--- src/rtl/core/slt_pkg.sv ---
// Shared field widths, operation and status codes, and controller/datapath link types.
`default_nettype none

package slt_pkg;

  // Fixed widths of the request and response fields
  localparam int unsigned FUNC_W = 4;
  localparam int unsigned POS_W  = 7;
  localparam int unsigned VAL_W  = 32;
  localparam int unsigned STAT_W = 3;
  localparam int unsigned CNT_W  = 7;

  // Request operation codes; codes above clear are no-ops
  localparam logic [FUNC_W-1:0] FN_INSERT     = 4'd0;
  localparam logic [FUNC_W-1:0] FN_DELETE     = 4'd1;
  localparam logic [FUNC_W-1:0] FN_READ       = 4'd2;
  localparam logic [FUNC_W-1:0] FN_LOCATE     = 4'd3;
  localparam logic [FUNC_W-1:0] FN_PUSH_FRONT = 4'd4;
  localparam logic [FUNC_W-1:0] FN_POP_FRONT  = 4'd5;
  localparam logic [FUNC_W-1:0] FN_PUSH_BACK  = 4'd6;
  localparam logic [FUNC_W-1:0] FN_POP_BACK   = 4'd7;
  localparam logic [FUNC_W-1:0] FN_CLEAR      = 4'd8;

  typedef enum logic [STAT_W-1:0] {
    ST_OK        = 3'd0,
    ST_BAD_POS   = 3'd1,
    ST_FULL      = 3'd2,
    ST_EMPTY     = 3'd3,
    ST_NOT_FOUND = 3'd4
  } status_e;

  // Source of the working slot index
  typedef enum logic [1:0] {
    IDX_POS  = 2'd0,
    IDX_ZERO = 2'd1,
    IDX_CNT  = 2'd2,
    IDX_LAST = 2'd3
  } idx_sel_e;

  // One datapath action per cycle
  typedef enum logic [3:0] {
    DP_NONE      = 4'd0,
    DP_LOAD      = 4'd1,
    DP_SET_STAT  = 4'd2,
    DP_INIT_UP   = 4'd3,
    DP_INIT_TAKE = 4'd4,
    DP_INIT_LOC  = 4'd5,
    DP_UP_STEP   = 4'd6,
    DP_DN_STEP   = 4'd7,
    DP_LOC_STEP  = 4'd8,
    DP_TAKE_RD   = 4'd9,
    DP_CAPTURE   = 4'd10,
    DP_PLACE     = 4'd11,
    DP_DEC       = 4'd12,
    DP_FOUND     = 4'd13,
    DP_CLEAR     = 4'd14,
    DP_PUBLISH   = 4'd15
  } dp_op_e;

  typedef struct packed {
    dp_op_e   op;
    status_e  stat;
    idx_sel_e idx_sel;
  } cmd_t;

  typedef struct packed {
    logic [FUNC_W-1:0] func;
    logic              pos_ok;
    logic              pos_ins_ok;
    logic              full;
    logic              empty;
    logic              up_more;
    logic              dn_more;
    logic              loc_more;
    logic              loc_hit;
    logic              out_free;
  } sts_t;

endpackage

`default_nettype wire

--- src/rtl/core/slt_in_if.sv ---
// Request channel: valid/ready handshake carrying one list operation.
`default_nettype none

interface slt_in_if import slt_pkg::*; ();

  logic                    valid;
  logic                    ready;
  logic [FUNC_W-1:0]       func;
  logic [POS_W-1:0]        position;
  logic signed [VAL_W-1:0] value;

  modport source (output valid, func, position, value, input ready);
  modport sink   (input valid, func, position, value, output ready);

endinterface

`default_nettype wire

--- src/rtl/core/slt_out_if.sv ---
// Response channel: valid/ready handshake carrying one operation result.
`default_nettype none

interface slt_out_if import slt_pkg::*; ();

  logic                    valid;
  logic                    ready;
  logic [STAT_W-1:0]       status;
  logic signed [VAL_W-1:0] value_out;
  logic [POS_W-1:0]        found_position;
  logic [CNT_W-1:0]        count;

  modport source (output valid, status, value_out, found_position, count, input ready);
  modport sink   (input valid, status, value_out, found_position, count, output ready);

endinterface

`default_nettype wire

--- src/rtl/core/sequential_list_table_core.sv ---
// Top level of the sequential list table: packed list of signed words with list operations.
//
// Requests arrive on req_i (func, position, value) and each produces exactly one
// response on rsp_o (status, value_out, found_position, count), in request order.
// A request is taken only while the controller is idle, so one operation runs at a time.
// Inserts, deletes, pushes, pops and locates take longer the more entries they move or
// compare; the longest is a delete or pop front on a full list, set by the walk over
// the entry memory: one entry read and one entry written per cycle.
// The response sits in an output register; the next request is accepted while it
// waits, and that request's result is held back until the register is taken.
// Reset empties the list (count zero) and drops any pending response; the
// entry memory itself is not cleared, since only filled positions are read.
`default_nettype none

module sequential_list_table_core import slt_pkg::*; #(
  parameter int unsigned CAPACITY   = 64,
  parameter int unsigned WORD_WIDTH = 32
) (
  input  wire logic  clk_i,
  input  wire logic  rst_ni,
  slt_in_if.sink     req_i,
  slt_out_if.source  rsp_o
);

  cmd_t cmd;
  sts_t sts;

  // Sequence each request
  slt_ctrl u_ctrl (
    .clk_i       (clk_i),
    .rst_ni      (rst_ni),
    .req_valid_i (req_i.valid),
    .req_ready_o (req_i.ready),
    .sts_i       (sts),
    .cmd_o       (cmd)
  );

  // Hold the list and build the response
  slt_dpath #(
    .CAPACITY   (CAPACITY),
    .WORD_WIDTH (WORD_WIDTH)
  ) u_dpath (
    .clk_i            (clk_i),
    .rst_ni           (rst_ni),
    .cmd_i            (cmd),
    .sts_o            (sts),
    .func_i           (req_i.func),
    .position_i       (req_i.position),
    .value_i          (req_i.value),
    .rsp_valid_o      (rsp_o.valid),
    .rsp_ready_i      (rsp_o.ready),
    .status_o         (rsp_o.status),
    .value_out_o      (rsp_o.value_out),
    .found_position_o (rsp_o.found_position),
    .count_o          (rsp_o.count)
  );

endmodule

`default_nettype wire

--- src/rtl/core/slt_ctrl.sv ---
// Controller state machine: sequences checks, shifts, searches and result transfer.
`default_nettype none

module slt_ctrl import slt_pkg::*; (
  input  wire logic clk_i,
  input  wire logic rst_ni,
  input  wire logic req_valid_i,
  output logic      req_ready_o,
  input  wire sts_t sts_i,
  output cmd_t      cmd_o
);

  typedef enum logic [9:0] {
    S_IDLE     = 10'b00_0000_0001,
    S_CHECK    = 10'b00_0000_0010,
    S_SHIFT_UP = 10'b00_0000_0100,
    S_PLACE    = 10'b00_0000_1000,
    S_TAKE_RD  = 10'b00_0001_0000,
    S_CAPTURE  = 10'b00_0010_0000,
    S_SHIFT_DN = 10'b00_0100_0000,
    S_DEC      = 10'b00_1000_0000,
    S_LOCATE   = 10'b01_0000_0000,
    S_FINISH   = 10'b10_0000_0000
  } state_e;

  state_e state_q, state_d;

  // Next state and datapath command
  always_comb begin
    state_d     = state_q;
    req_ready_o = 1'b0;
    cmd_o       = '{op: DP_NONE, stat: ST_OK, idx_sel: IDX_POS};
    unique case (state_q)
      S_IDLE: begin
        req_ready_o = 1'b1;
        if (req_valid_i) begin
          cmd_o.op = DP_LOAD;
          state_d  = S_CHECK;
        end
      end
      S_CHECK: begin
        state_d = S_FINISH;
        unique case (sts_i.func) inside
          FN_INSERT: begin
            if (!sts_i.pos_ins_ok) begin
              cmd_o.op   = DP_SET_STAT;
              cmd_o.stat = ST_BAD_POS;
            end else if (sts_i.full) begin
              cmd_o.op   = DP_SET_STAT;
              cmd_o.stat = ST_FULL;
            end else begin
              cmd_o.op      = DP_INIT_UP;
              cmd_o.idx_sel = IDX_POS;
              state_d       = S_SHIFT_UP;
            end
          end
          FN_DELETE, FN_READ: begin
            if (sts_i.empty) begin
              cmd_o.op   = DP_SET_STAT;
              cmd_o.stat = ST_EMPTY;
            end else if (!sts_i.pos_ok) begin
              cmd_o.op   = DP_SET_STAT;
              cmd_o.stat = ST_BAD_POS;
            end else begin
              cmd_o.op      = DP_INIT_TAKE;
              cmd_o.idx_sel = IDX_POS;
              state_d       = S_TAKE_RD;
            end
          end
          FN_LOCATE: begin
            cmd_o.op = DP_INIT_LOC;
            state_d  = S_LOCATE;
          end
          FN_PUSH_FRONT, FN_PUSH_BACK: begin
            if (sts_i.full) begin
              cmd_o.op   = DP_SET_STAT;
              cmd_o.stat = ST_FULL;
            end else begin
              cmd_o.op      = DP_INIT_UP;
              cmd_o.idx_sel = (sts_i.func == FN_PUSH_FRONT) ? IDX_ZERO : IDX_CNT;
              state_d       = S_SHIFT_UP;
            end
          end
          FN_POP_FRONT, FN_POP_BACK: begin
            if (sts_i.empty) begin
              cmd_o.op   = DP_SET_STAT;
              cmd_o.stat = ST_EMPTY;
            end else begin
              cmd_o.op      = DP_INIT_TAKE;
              cmd_o.idx_sel = (sts_i.func == FN_POP_FRONT) ? IDX_ZERO : IDX_LAST;
              state_d       = S_TAKE_RD;
            end
          end
          FN_CLEAR: begin
            cmd_o.op = DP_CLEAR;
          end
          default: begin
            cmd_o.op = DP_NONE;
          end
        endcase
      end
      S_SHIFT_UP: begin
        // Move one entry up per cycle; the last pending write drains on exit
        if (sts_i.up_more) begin
          cmd_o.op = DP_UP_STEP;
        end else begin
          state_d = S_PLACE;
        end
      end
      S_PLACE: begin
        cmd_o.op = DP_PLACE;
        state_d  = S_FINISH;
      end
      S_TAKE_RD: begin
        cmd_o.op = DP_TAKE_RD;
        state_d  = S_CAPTURE;
      end
      S_CAPTURE: begin
        cmd_o.op = DP_CAPTURE;
        state_d  = (sts_i.func == FN_READ) ? S_FINISH : S_SHIFT_DN;
      end
      S_SHIFT_DN: begin
        if (sts_i.dn_more) begin
          cmd_o.op = DP_DN_STEP;
        end else begin
          state_d = S_DEC;
        end
      end
      S_DEC: begin
        cmd_o.op = DP_DEC;
        state_d  = S_FINISH;
      end
      S_LOCATE: begin
        // Compare the word read last cycle while fetching the next one
        if (sts_i.loc_hit) begin
          cmd_o.op = DP_FOUND;
          state_d  = S_FINISH;
        end else if (sts_i.loc_more) begin
          cmd_o.op = DP_LOC_STEP;
        end else begin
          state_d = S_FINISH;
        end
      end
      S_FINISH: begin
        if (sts_i.out_free) begin
          cmd_o.op = DP_PUBLISH;
          state_d  = S_IDLE;
        end
      end
      default: begin
        state_d = S_IDLE;
      end
    endcase
  end

  // State register
  always_ff @(posedge clk_i or negedge rst_ni) begin
    if (!rst_ni) begin
      state_q <= S_IDLE;
    end else begin
      state_q <= state_d;
    end
  end

endmodule

`default_nettype wire

--- src/rtl/core/slt_dpath.sv ---
// Datapath: entry memory, fill count, walk pointer, working result and output register.
`default_nettype none

module slt_dpath import slt_pkg::*; #(
  parameter int unsigned CAPACITY   = 64,
  parameter int unsigned WORD_WIDTH = 32
) (
  input  wire logic                    clk_i,
  input  wire logic                    rst_ni,
  input  wire cmd_t                    cmd_i,
  output sts_t                         sts_o,
  input  wire logic [FUNC_W-1:0]       func_i,
  input  wire logic [POS_W-1:0]        position_i,
  input  wire logic signed [VAL_W-1:0] value_i,
  output logic                         rsp_valid_o,
  input  wire logic                    rsp_ready_i,
  output logic [STAT_W-1:0]            status_o,
  output logic signed [VAL_W-1:0]      value_out_o,
  output logic [POS_W-1:0]             found_position_o,
  output logic [CNT_W-1:0]             count_o
);

  localparam int unsigned AW = $clog2(CAPACITY);
  localparam int unsigned CW = $clog2(CAPACITY + 1);
  localparam int unsigned PW = ((CW > POS_W) ? CW : POS_W) + 1;

  logic [WORD_WIDTH-1:0] entries_q [CAPACITY];
  logic [WORD_WIDTH-1:0] rdata_q;
  logic [WORD_WIDTH-1:0] w_q;
  logic [FUNC_W-1:0]     func_q;
  logic [POS_W-1:0]      pos_q;
  logic [CW-1:0]         idx_q;
  logic [CW-1:0]         ptr_q, ptr_d;
  logic [CW-1:0]         cnt_q, cnt_d;
  logic [AW-1:0]         wr_addr_q;
  logic                  wr_pend_q, wr_pend_d;
  logic                  loc_pend_q, loc_pend_d;
  logic                  out_valid_q, out_valid_d;
  status_e               res_stat_q;
  logic [VAL_W-1:0]      res_val_q;
  logic [POS_W-1:0]      res_found_q;
  status_e               out_stat_q;
  logic [VAL_W-1:0]      out_val_q;
  logic [POS_W-1:0]      out_found_q;
  logic [CNT_W-1:0]      out_cnt_q;

  logic [PW-1:0]         pos_ext, cnt_ext, pos_m1;
  logic                  pos_nz;
  logic [CW-1:0]         ptr_m1, ptr_p1, cnt_m1, idx_new, rd_full;
  logic [AW-1:0]         rd_addr, mem_waddr;
  logic                  mem_we;
  logic [WORD_WIDTH-1:0] mem_wdata;
  logic                  out_free;

  // Position checks against the current length
  assign pos_ext = PW'(pos_q);
  assign cnt_ext = PW'(cnt_q);
  assign pos_m1  = pos_ext - PW'(1);
  assign pos_nz  = (pos_q != '0);
  assign ptr_m1  = ptr_q - CW'(1);
  assign ptr_p1  = ptr_q + CW'(1);
  assign cnt_m1  = cnt_q - CW'(1);

  always_comb begin
    case (cmd_i.idx_sel)
      IDX_POS:  idx_new = pos_m1[CW-1:0];
      IDX_ZERO: idx_new = '0;
      IDX_CNT:  idx_new = cnt_q;
      IDX_LAST: idx_new = cnt_m1;
      default:  idx_new = '0;
    endcase
  end

  // Read address for the current step
  always_comb begin
    case (cmd_i.op)
      DP_UP_STEP: rd_full = ptr_m1;
      DP_DN_STEP: rd_full = ptr_p1;
      DP_TAKE_RD: rd_full = idx_q;
      default:    rd_full = ptr_q;
    endcase
  end
  assign rd_addr = rd_full[AW-1:0];

  // Drain a pending shift write first, else place the new word
  assign mem_we    = wr_pend_q || (cmd_i.op == DP_PLACE);
  assign mem_waddr = wr_pend_q ? wr_addr_q : idx_q[AW-1:0];
  assign mem_wdata = wr_pend_q ? rdata_q : w_q;

  always_ff @(posedge clk_i) begin
    if (mem_we) begin
      entries_q[mem_waddr] <= mem_wdata;
    end
    rdata_q <= entries_q[rd_addr];
  end

  assign out_free = !out_valid_q || rsp_ready_i;

  // Control register next values
  always_comb begin
    cnt_d       = cnt_q;
    ptr_d       = ptr_q;
    wr_pend_d   = (cmd_i.op == DP_UP_STEP) || (cmd_i.op == DP_DN_STEP);
    loc_pend_d  = (cmd_i.op == DP_LOC_STEP);
    out_valid_d = out_valid_q && !rsp_ready_i;
    case (cmd_i.op)
      DP_INIT_UP:   ptr_d = cnt_q;
      DP_INIT_TAKE: ptr_d = idx_new;
      DP_INIT_LOC:  ptr_d = '0;
      DP_UP_STEP:   ptr_d = ptr_m1;
      DP_DN_STEP:   ptr_d = ptr_p1;
      DP_LOC_STEP:  ptr_d = ptr_p1;
      DP_PLACE:     cnt_d = cnt_q + CW'(1);
      DP_DEC:       cnt_d = cnt_m1;
      DP_CLEAR:     cnt_d = '0;
      DP_PUBLISH:   out_valid_d = 1'b1;
      default:      cnt_d = cnt_q;
    endcase
  end

  always_ff @(posedge clk_i or negedge rst_ni) begin
    if (!rst_ni) begin
      cnt_q       <= '0;
      ptr_q       <= '0;
      wr_pend_q   <= 1'b0;
      loc_pend_q  <= 1'b0;
      out_valid_q <= 1'b0;
    end else begin
      cnt_q       <= cnt_d;
      ptr_q       <= ptr_d;
      wr_pend_q   <= wr_pend_d;
      loc_pend_q  <= loc_pend_d;
      out_valid_q <= out_valid_d;
    end
  end

  // Request capture, working result and output payload
  always_ff @(posedge clk_i) begin
    case (cmd_i.op)
      DP_LOAD: begin
        func_q      <= func_i;
        pos_q       <= position_i;
        w_q         <= WORD_WIDTH'(value_i);
        res_stat_q  <= ST_OK;
        res_val_q   <= '0;
        res_found_q <= '0;
      end
      DP_SET_STAT:  res_stat_q <= cmd_i.stat;
      DP_INIT_UP:   idx_q <= idx_new;
      DP_INIT_TAKE: idx_q <= idx_new;
      DP_INIT_LOC:  res_stat_q <= ST_NOT_FOUND;
      DP_UP_STEP:   wr_addr_q <= ptr_q[AW-1:0];
      DP_DN_STEP:   wr_addr_q <= ptr_q[AW-1:0];
      DP_CAPTURE:   res_val_q <= VAL_W'($signed(rdata_q));
      DP_FOUND: begin
        res_stat_q  <= ST_OK;
        res_found_q <= POS_W'(ptr_q);
      end
      DP_PUBLISH: begin
        out_stat_q  <= res_stat_q;
        out_val_q   <= res_val_q;
        out_found_q <= res_found_q;
        out_cnt_q   <= CNT_W'(cnt_q);
      end
      default: begin
      end
    endcase
  end

  // Status towards the controller
  assign sts_o.func       = func_q;
  assign sts_o.pos_ok     = pos_nz && (pos_ext <= cnt_ext);
  assign sts_o.pos_ins_ok = pos_nz && (pos_ext <= (cnt_ext + PW'(1)));
  assign sts_o.full       = (cnt_q == CW'(CAPACITY));
  assign sts_o.empty      = (cnt_q == '0);
  assign sts_o.up_more    = (ptr_q > idx_q);
  assign sts_o.dn_more    = (ptr_p1 < cnt_q);
  assign sts_o.loc_more   = (ptr_q < cnt_q);
  assign sts_o.loc_hit    = loc_pend_q && (rdata_q == w_q);
  assign sts_o.out_free   = out_free;

  assign rsp_valid_o      = out_valid_q;
  assign status_o         = out_stat_q;
  assign value_out_o      = out_val_q;
  assign found_position_o = out_found_q;
  assign count_o          = out_cnt_q;

  // Fill count never passes the capacity
  assert property (@(posedge clk_i) disable iff (!rst_ni) cnt_q <= CW'(CAPACITY))
    else $error("fill count above capacity");

  // A result is only loaded when the output register is free
  assert property (@(posedge clk_i) disable iff (!rst_ni)
    (cmd_i.op == DP_PUBLISH) |-> out_free)
    else $error("result overwrote an untaken transfer");

  // Placing a word never collides with a pending shift write
  assert property (@(posedge clk_i) disable iff (!rst_ni)
    !(wr_pend_q && (cmd_i.op == DP_PLACE)))
    else $error("write port conflict");

  // A placed word grows the list by exactly one
  assert property (@(posedge clk_i) disable iff (!rst_ni)
    (cmd_i.op == DP_PLACE) |=> (cnt_q == $past(cnt_q) + CW'(1)))
    else $error("fill count did not advance on place");

endmodule

`default_nettype wire
--- src/flat_wrapper.sv ---
// flat-port wrapper written by rule: the top's interface ports become plain ports
module sequential_list_table_core_flat import slt_pkg::*;
#(
  parameter int unsigned CAPACITY   = 64,
  parameter int unsigned WORD_WIDTH = 32
)
  (clk_i, rst_ni, req_i_valid, req_i_func, req_i_position, req_i_value, req_i_ready, rsp_o_valid, rsp_o_status, rsp_o_value_out, rsp_o_found_position, rsp_o_count, rsp_o_ready);
  slt_in_if req_i_i ();
  slt_out_if rsp_o_i ();
  input  wire logic clk_i;
  input  wire logic rst_ni;
  input wire logic [$bits(req_i_i.valid)-1:0] req_i_valid;
  input wire logic [$bits(req_i_i.func)-1:0] req_i_func;
  input wire logic [$bits(req_i_i.position)-1:0] req_i_position;
  input wire logic [$bits(req_i_i.value)-1:0] req_i_value;
  output wire logic [$bits(req_i_i.ready)-1:0] req_i_ready;
  output wire logic [$bits(rsp_o_i.valid)-1:0] rsp_o_valid;
  output wire logic [$bits(rsp_o_i.status)-1:0] rsp_o_status;
  output wire logic [$bits(rsp_o_i.value_out)-1:0] rsp_o_value_out;
  output wire logic [$bits(rsp_o_i.found_position)-1:0] rsp_o_found_position;
  output wire logic [$bits(rsp_o_i.count)-1:0] rsp_o_count;
  input wire logic [$bits(rsp_o_i.ready)-1:0] rsp_o_ready;
  assign req_i_i.valid = req_i_valid;
  assign req_i_i.func = req_i_func;
  assign req_i_i.position = req_i_position;
  assign req_i_i.value = req_i_value;
  assign req_i_ready = req_i_i.ready;
  assign rsp_o_valid = rsp_o_i.valid;
  assign rsp_o_status = rsp_o_i.status;
  assign rsp_o_value_out = rsp_o_i.value_out;
  assign rsp_o_found_position = rsp_o_i.found_position;
  assign rsp_o_count = rsp_o_i.count;
  assign rsp_o_i.ready = rsp_o_ready;
  sequential_list_table_core #(.CAPACITY(CAPACITY), .WORD_WIDTH(WORD_WIDTH)) u_core (.clk_i(clk_i), .rst_ni(rst_ni), .req_i(req_i_i), .rsp_o(rsp_o_i));
endmodule
--- config.mk ---
export PLATFORM = sky130hd
export DESIGN_NAME = sequential_list_table_core_flat
export DESIGN_NICKNAME = d
export VERILOG_FILES = /design/src/rtl/core/slt_pkg.sv /design/src/rtl/core/slt_in_if.sv /design/src/rtl/core/slt_out_if.sv /design/src/rtl/core/sequential_list_table_core.sv /design/src/rtl/core/slt_ctrl.sv /design/src/rtl/core/slt_dpath.sv /design/src/flat_wrapper.sv
export SDC_FILE = /design/constraint.sdc
export NUM_CORES = 2
export LEC_CHECK = 0
export CAP_MARGIN = 30
export CORE_UTILIZATION = 55
export CTS_BUF_LIST = sky130_fd_sc_hd__clkbuf_2
export DETAILED_ROUTE_END_ITERATION = 6
export DONT_BUFFER_PORTS = 1
export PLACE_DENSITY = 0.7
export SLEW_MARGIN = 10
export SYNTH_ARGS = -nofsm -noshare
export SYNTH_HDL_FRONTEND = slang
export SYNTH_HIERARCHICAL = 1
export SYNTH_SLANG_ARGS = --single-unit
--- constraint.sdc ---
create_clock -name clk_i -period 9.36 [get_ports clk_i]
set_input_delay 1.872 -clock clk_i [delete_from_list [all_inputs] [get_ports clk_i]]
set_output_delay 1.872 -clock clk_i [all_outputs]
set_load 0.005 [all_outputs]
# After elaboration in Yosys (flattened, before gate mapping)
# Memory sizes are Yosys's and may differ from the RTL's. A register that Yosys moved wholly into a read port is not among the register bits.
# Index checks and enable logic that the tools add are counted.
dict set report word_totals {
  mem_count 1
  ff_bits 174
  output_inout_bits 51
  wordCells 149
  ramBits 2048
  input_bits 47
}
dict set report op_classes {
  n_eq_ne 43
  addsub 6
  n_reduce_logical 27
  magnitude_cmp 5
  mux 49
}
# memory depth width read_ports rd_clocked_by_memory_dff wr line
set mem_list {}
lappend mem_list {u_core.u_dpath.entries_q 64 32 1 1 1 slt_dpath.sv:27} ;# logic [WORD_WIDTH-1:0] entries_q [CAPACITY];
# op n
set ops {}
lappend ops {{$mux W10} 12}
lappend ops {{$pmux W10 S9} 1}
lappend ops {{$pmux W32 S2} 1}
lappend ops {{$pmux W10 S5} 1}
lappend ops {{$pmux W4 S10} 1}
lappend ops {{$eq A4 B4 Y1 const B} 9}
lappend ops {{$pmux W7 S5} 1}
lappend ops {{$eq A32 B32 Y1} 1}
lappend ops {{$eq A4 B3 Y1 const B} 8}
lappend ops {{$mux W32} 1}
lappend ops {{$pmux W7 S4} 1}
lappend ops {{$pmux W4 S6} 1}
lappend ops {{$pmux W7 S3} 1}
lappend ops {{$sub A7 B1 Y7 const B} 3}
lappend ops {{$pmux W5 S4} 1}
lappend ops {{$pmux W6 S3} 1}
lappend ops {{$eq A4 B2 Y1 const B} 4}
lappend ops {{$reduce_or A2 Y1} 8}
lappend ops {{$add A7 B1 Y7 const B} 2}
lappend ops {{$lt A7 B7 Y1} 2}
lappend ops {{$pmux W7 S2} 1}
lappend ops {{$mux W2} 6}
lappend ops {{$mux W3} 4}
lappend ops {{$mux W4} 3}
lappend ops {{other kinds (36)} 56}

# Longest topological paths before layout
dict set report depth {
  ltp_word 10
  depth_mapped 30
  depth_no_buf 25
}

# Hierarchy
# The synthesis kept the hierarchy.
# module area_each_um2 cells_each instances
set by_module_without_submodules {}
lappend by_module_without_submodules {slt_dpath 88638.8 5742 1}
lappend by_module_without_submodules {slt_ctrl 1201.2 147 1}

# Worst setup path before layout
# No wires, ideal clock.
dict set report synth_timing {
  path_kind {reg2reg}
  start {reg u_core.u_dpath.cnt_q[0]}
  end {reg u_core.u_dpath.res_val_q[0], enable pin}
  path_buffers 1
  stages_incl_launch_ff 21
  t_arrival_ns 7.081
  setup_ns 0.388
  path_slack_ns 1.891
  required_time_ns 8.972
  cell_sequence {dfrtp_1 > inv_1 > ha_1 > inv_1 > ha_1 > nor2b_1 > o21a_1 > o21a_1 > o21a_1 > o21a_1 > o21ai_0 > nand2b_1 > a21oi_1 > a21oi_1 > or3_1 > a21oi_2 > a2111o_1 > nand2b_1 > buf_2 > nor3_1 > a21o_1}
}
# element line
set synth_rtl {}
lappend synth_rtl {{start: declaration} slt_dpath.sv:34} ;# logic [CW-1:0] cnt_q, cnt_d;
lappend synth_rtl {{start signal: assignment} slt_dpath.sv:129} ;# cnt_q <= cnt_d;
lappend synth_rtl {{end signal: assignment} slt_dpath.sv:154} ;# DP_CAPTURE: res_val_q <= VAL_W'($signed(rdata_q));
lappend synth_rtl {{end: declaration} slt_dpath.sv:40} ;# logic [VAL_W-1:0] res_val_q;

==> impl_metrics.py <==
metrics = {
    "logic_synthesis": {
        "synth-async-reset-ratio_pct": 1.20,
        "seq_area_frac_synth_pct": 74.8,
        "synth_nets": 5974,
        "synthTopCellsByArea": "edfxtp_1 73%, mux4_2 4.8%, nand2_1 4.8%, nand3_1 3.5%, a22oi_1 1.1%",
        "synth-edff-count": 2195,
        "syn-cell-area_mm2": 0.0898,
        "netlist.top_cell.by_area": "edfxtp_1",
        "synth_ff_type": "edfxtp_1",
        "avgSynthCellArea_um2": 15.3,
        "synthDistinctLibCells": 86,
        "synth_top_area_share_pct": 73.4,
        "synth-warning-count": 6,
        "synthCells": 5889,
        "ys_ff_latch": 2254,
    },
    "timing": {
        "fin_crit_ps": 8000,
        "min_period_over_period_pct": 85.5,
        "max_slew_margin_pct": 20.9,
        "finalMaxSlewViolations": 0,
        "fin_hold_ws_ps": 275,
        "final.setup.tns_ps": 0,
        "setup_viol_count_final": 0,
        "rsz0062_at_grt": "no",
        "fmax_mhz": 125,
        "fin_worst_skew_ps": 220,
        "hold_violations": 0,
        "worstMarginPinSlew_ps": 1190,
    },
    "global_routing": {
        "use_met3_pct": 8.55,
        "grt_use_met2_pct": 46.1,
        "grt_pass1_wl_um": 369000,
        "grt.met1_usage_pct": 42.7,
        "antenna_found_initial": 15,
        "grt_max_degree": 146,
        "grt_pass1_vias": 54700,
        "grt_overflow": 0,
        "busiest_layer": "met2",
        "grt_use_total_pct": 31.2,
    },
    "cts": {
        "cts_tree": "yes",
        "cts_resized": 0,
        "clk_pin_slew_worst_paths_ps": 100,
        "cts.sinks": 2254,
        "cts_hold_buf": 34,
        "cts_max_level": 6,
        "cts-root-buf": "clkbuf_2",
        "cts_setup_buffers": 0,
        "clockBufferDepth": 4,
        "numCtsBuffers": 571,
        "insertion_delay_ps": 1810,
    },
    "detailed_routing": {
        "drtIter0Drc": 8618,
        "wirelength_um": 256000,
        "vias": 56700,
        "drc": 1,
        "antenna_left": 0,
        "routed_via_density": 6.36,
        "wire_per_inst_um": 28.8,
        "first_pass_iters": 7,
    },
    "placed_design": {
        "finalWeightedCongestion": 0.948,
        "placed_area_mm2": 0.0939,
        "port-buffer-count": 0,
        "hpwl_um": 148000,
        "dp.cells": 7908,
    },
    "worst_setup_path": {
        "path_buf_inv": 4,
        "path_class": "reg2reg",
        "critPathSlowestCell": "dfrtp_1",
        "critPathLaunchType": "flop",
        "r2r-start": "u_core/u_dpath/cnt_q[2]",
        "critPathMaxStageDelay_ps": 640,
        "required_ps": 10920,
        "path_common_cell": "o21a_1",
        "startpoint": "u_core/u_dpath/cnt_q[2]",
        "path_cells": "inv_1 -> nor3_1 -> xnor2_1 -> ha_1 -> o21a_1 -> o21a_1 -> o21a_1 -> o21ai_0 -> nand2b_1 -> a21oi_1 -> a21oi_1 -> or3_1 -> a21oi_2 -> a2111o_1 -> nand2b_1 -> a22oi_1 -> and3_4 -> buf_12 -> buf_12 -> buf_4 -> mux4_2 -> a22oi_1 -> nand4b_1 -> o211a_1",
        "cp_top_family": "compound AO/OA/AOI/OAI gates",
        "end_kind": "flop",
        "crit_arrival_ps": 9560,
        "worst-path-max-fanout": 37,
    },
    "cells_and_area": {
        "final_util_pct": 61.4,
        "final_cells": 8905,
        "num-nets-final": 6441,
        "final_common_cell": "edfxtp_1",
        "area_delta_synth_final_pct": 10.3,
        "layout-drive-gt1-share_pct": 21.8,
        "final_cell_area_mm2": 0.0991,
        "final_cell_mix": "2195 x edfxtp_1, 1147 x nand2_1, 827 x clkbuf_2, 635 x nand3_1, 205 x buf_4",
    },
    "floorplanning": {
        "start_util_pct": 55.7,
        "num_io_pins": 98,
        "die_h_um": 406,
        "core_mm2": 0.161,
        "die_w_um": 406,
        "rows": 147,
        "die_area_mm2": 0.165,
    },
    "min_path": {
        "holdCritPathClass": "in2reg",
        "hp-start": "req_i_value[1]",
    },
    "pwr": {
        "p_per_area_mw_per_mm2": 309,
        "power_leakage_uw": 0.0338,
        "ir_drop_mv": 0.250,
    },
    "run_status": {
        "status": "complete, but fails checks",
        "violations": "DRC",
    },
    "flow_run": {
        "cap_violations": 0,
    },
}
-- sequential cells by signal, indices dropped and copies added (netlist names), 10 cells and up --
name                        count
u_core/u_dpath/w_q             32
u_core/u_dpath/entries_q     2048
u_core/u_dpath/res_val_q       32
u_core/u_ctrl/state_q          10
u_core/u_dpath/rdata_q         32
u_core/u_dpath/value_out_o     32
-- worst reg2reg max path, stage by stage (launching register included) --
cell and delay [ps]:
dfrtp_1 640, inv_1 210, nor3_1 460, xnor2_1 190
ha_1 260, o21a_1 110, o21a_1 170, o21a_1 160
o21ai_0 170, nand2b_1 80, a21oi_1 240, a21oi_1 120
or3_1 380, a21oi_2 140, a2111o_1 530, nand2b_1 340
a22oi_1 410, and3_4 610, buf_12 380, buf_12 360
buf_4 360, mux4_2 550, a22oi_1 190, nand4b_1 540
o211a_1 300
-- layer usage --
| layer | vias to the layer above | share of wire [%] |
|---|---|---|
| li1 | 24000 | - |
| met2 | 3973 | 45 |
| met1 | 28100 | 37 |
| met3 | 594 | 14 |
| met4 | 2 | 5.0 |
| met5 | - | 0.0043 |
-- cell families (layout without fill, tap and decap cells) --
| group | count (synthesis) | count (layout) | synth area share (%) |
|---|---|---|---|
| AND/OR/NAND/NOR | 2250 | 2250 | 11.5 |
| AO/OA/AOI/OAI | 633 | 633 | 5.10 |
| XOR/XNOR | 56 | 56 | 0.546 |
| buffers and inverters | 420 | 1263 | 2.12 |
| multiplexers | 237 | 237 | 5.36 |
| flip-flops | 2254 | 2254 | 74.8 |
| other | 1 | 14 | 0.00417 |
| adder cells (fa/ha/maj) | 38 | 38 | 0.529 |
-- report_power, final --
| part | total [uW] | internal [uW] | leakage, uW | switching, uW |
|---|---|---|---|---|
| Sequential | 12900 | 12400 | 0.0204 | 467 |
| Clock | 6380 | 2530 | 0.00379 | 3850 |
| Combinational | 11400 | 3420 | 0.00960 | 7960 |
-- metrics by stage --
stage | worst slack (ps) | total power [uW]
detailed placement | 1510 | 24100
global route | 1010 | 31800
global placement | 1250 | 24000
finish | 1360 | 30700
floorplan | 1890 | 19500
CTS | 1440 | 30400
-- path summary, 6_finish.rpt --
kind	end	slack [ps]	cells after the start
max in group asynchronous	u_core/u_ctrl/state_q[0]	8440	2
worst max-delay path	u_core/u_dpath/rdata_q[3]	1360	24
worst max register to register	u_core/u_dpath/rdata_q[3]	1360	24
worst min register to register	u_core/u_dpath/value_out_o[16]	420	0
min in group asynchronous	u_core/u_dpath/wr_pend_q	540	2
worst min-delay path	u_core/u_dpath/w_q[1]	280	0
-- final cells by class --
| type | count | area, um2 |
|---|---|---|
| tap | 2160 | 2700 |
| clock inverter | 122 | 667 |
| inverter | 29 | 109 |
| multi-input combinational | 3215 | 21400 |
| fill | 11900 | 62200 |
| antenna | 13 | 32.5 |
| sequential | 2254 | 67200 |
| clock buffer | 827 | 4140 |
| timing repair buffer | 285 | 2780 |
-- cell usage after synthesis (10+ instances only) --
cell type  count
nor4_1        10
inv_1         28
nand2_1     1148
dfrtp_1       26
a31oi_1      139
mux2i_1       10
o21a_1        14
xor2_1        12
nand2b_1      16
o311ai_1      28
buf_1         21
o211a_1       33
o21ai_0       53
a311oi_1      31
nor3_1        24
dfxtp_1       32
nor2b_1       21
a211oi_1     104
buf_2        150
a21oi_1       37
buf_4         20
edfxtp_1    2195
nand4b_1      36
and3_1       134
xnor2_1       44
nor2_1       120
nand3_1      636
nand4_1       46
clkbuf_1     191
ha_1          38
a22oi_1      134
mux2_2        34
and2_1        12
mux4_2       192
Note: power is estimated with default switching activity, not from simulation.
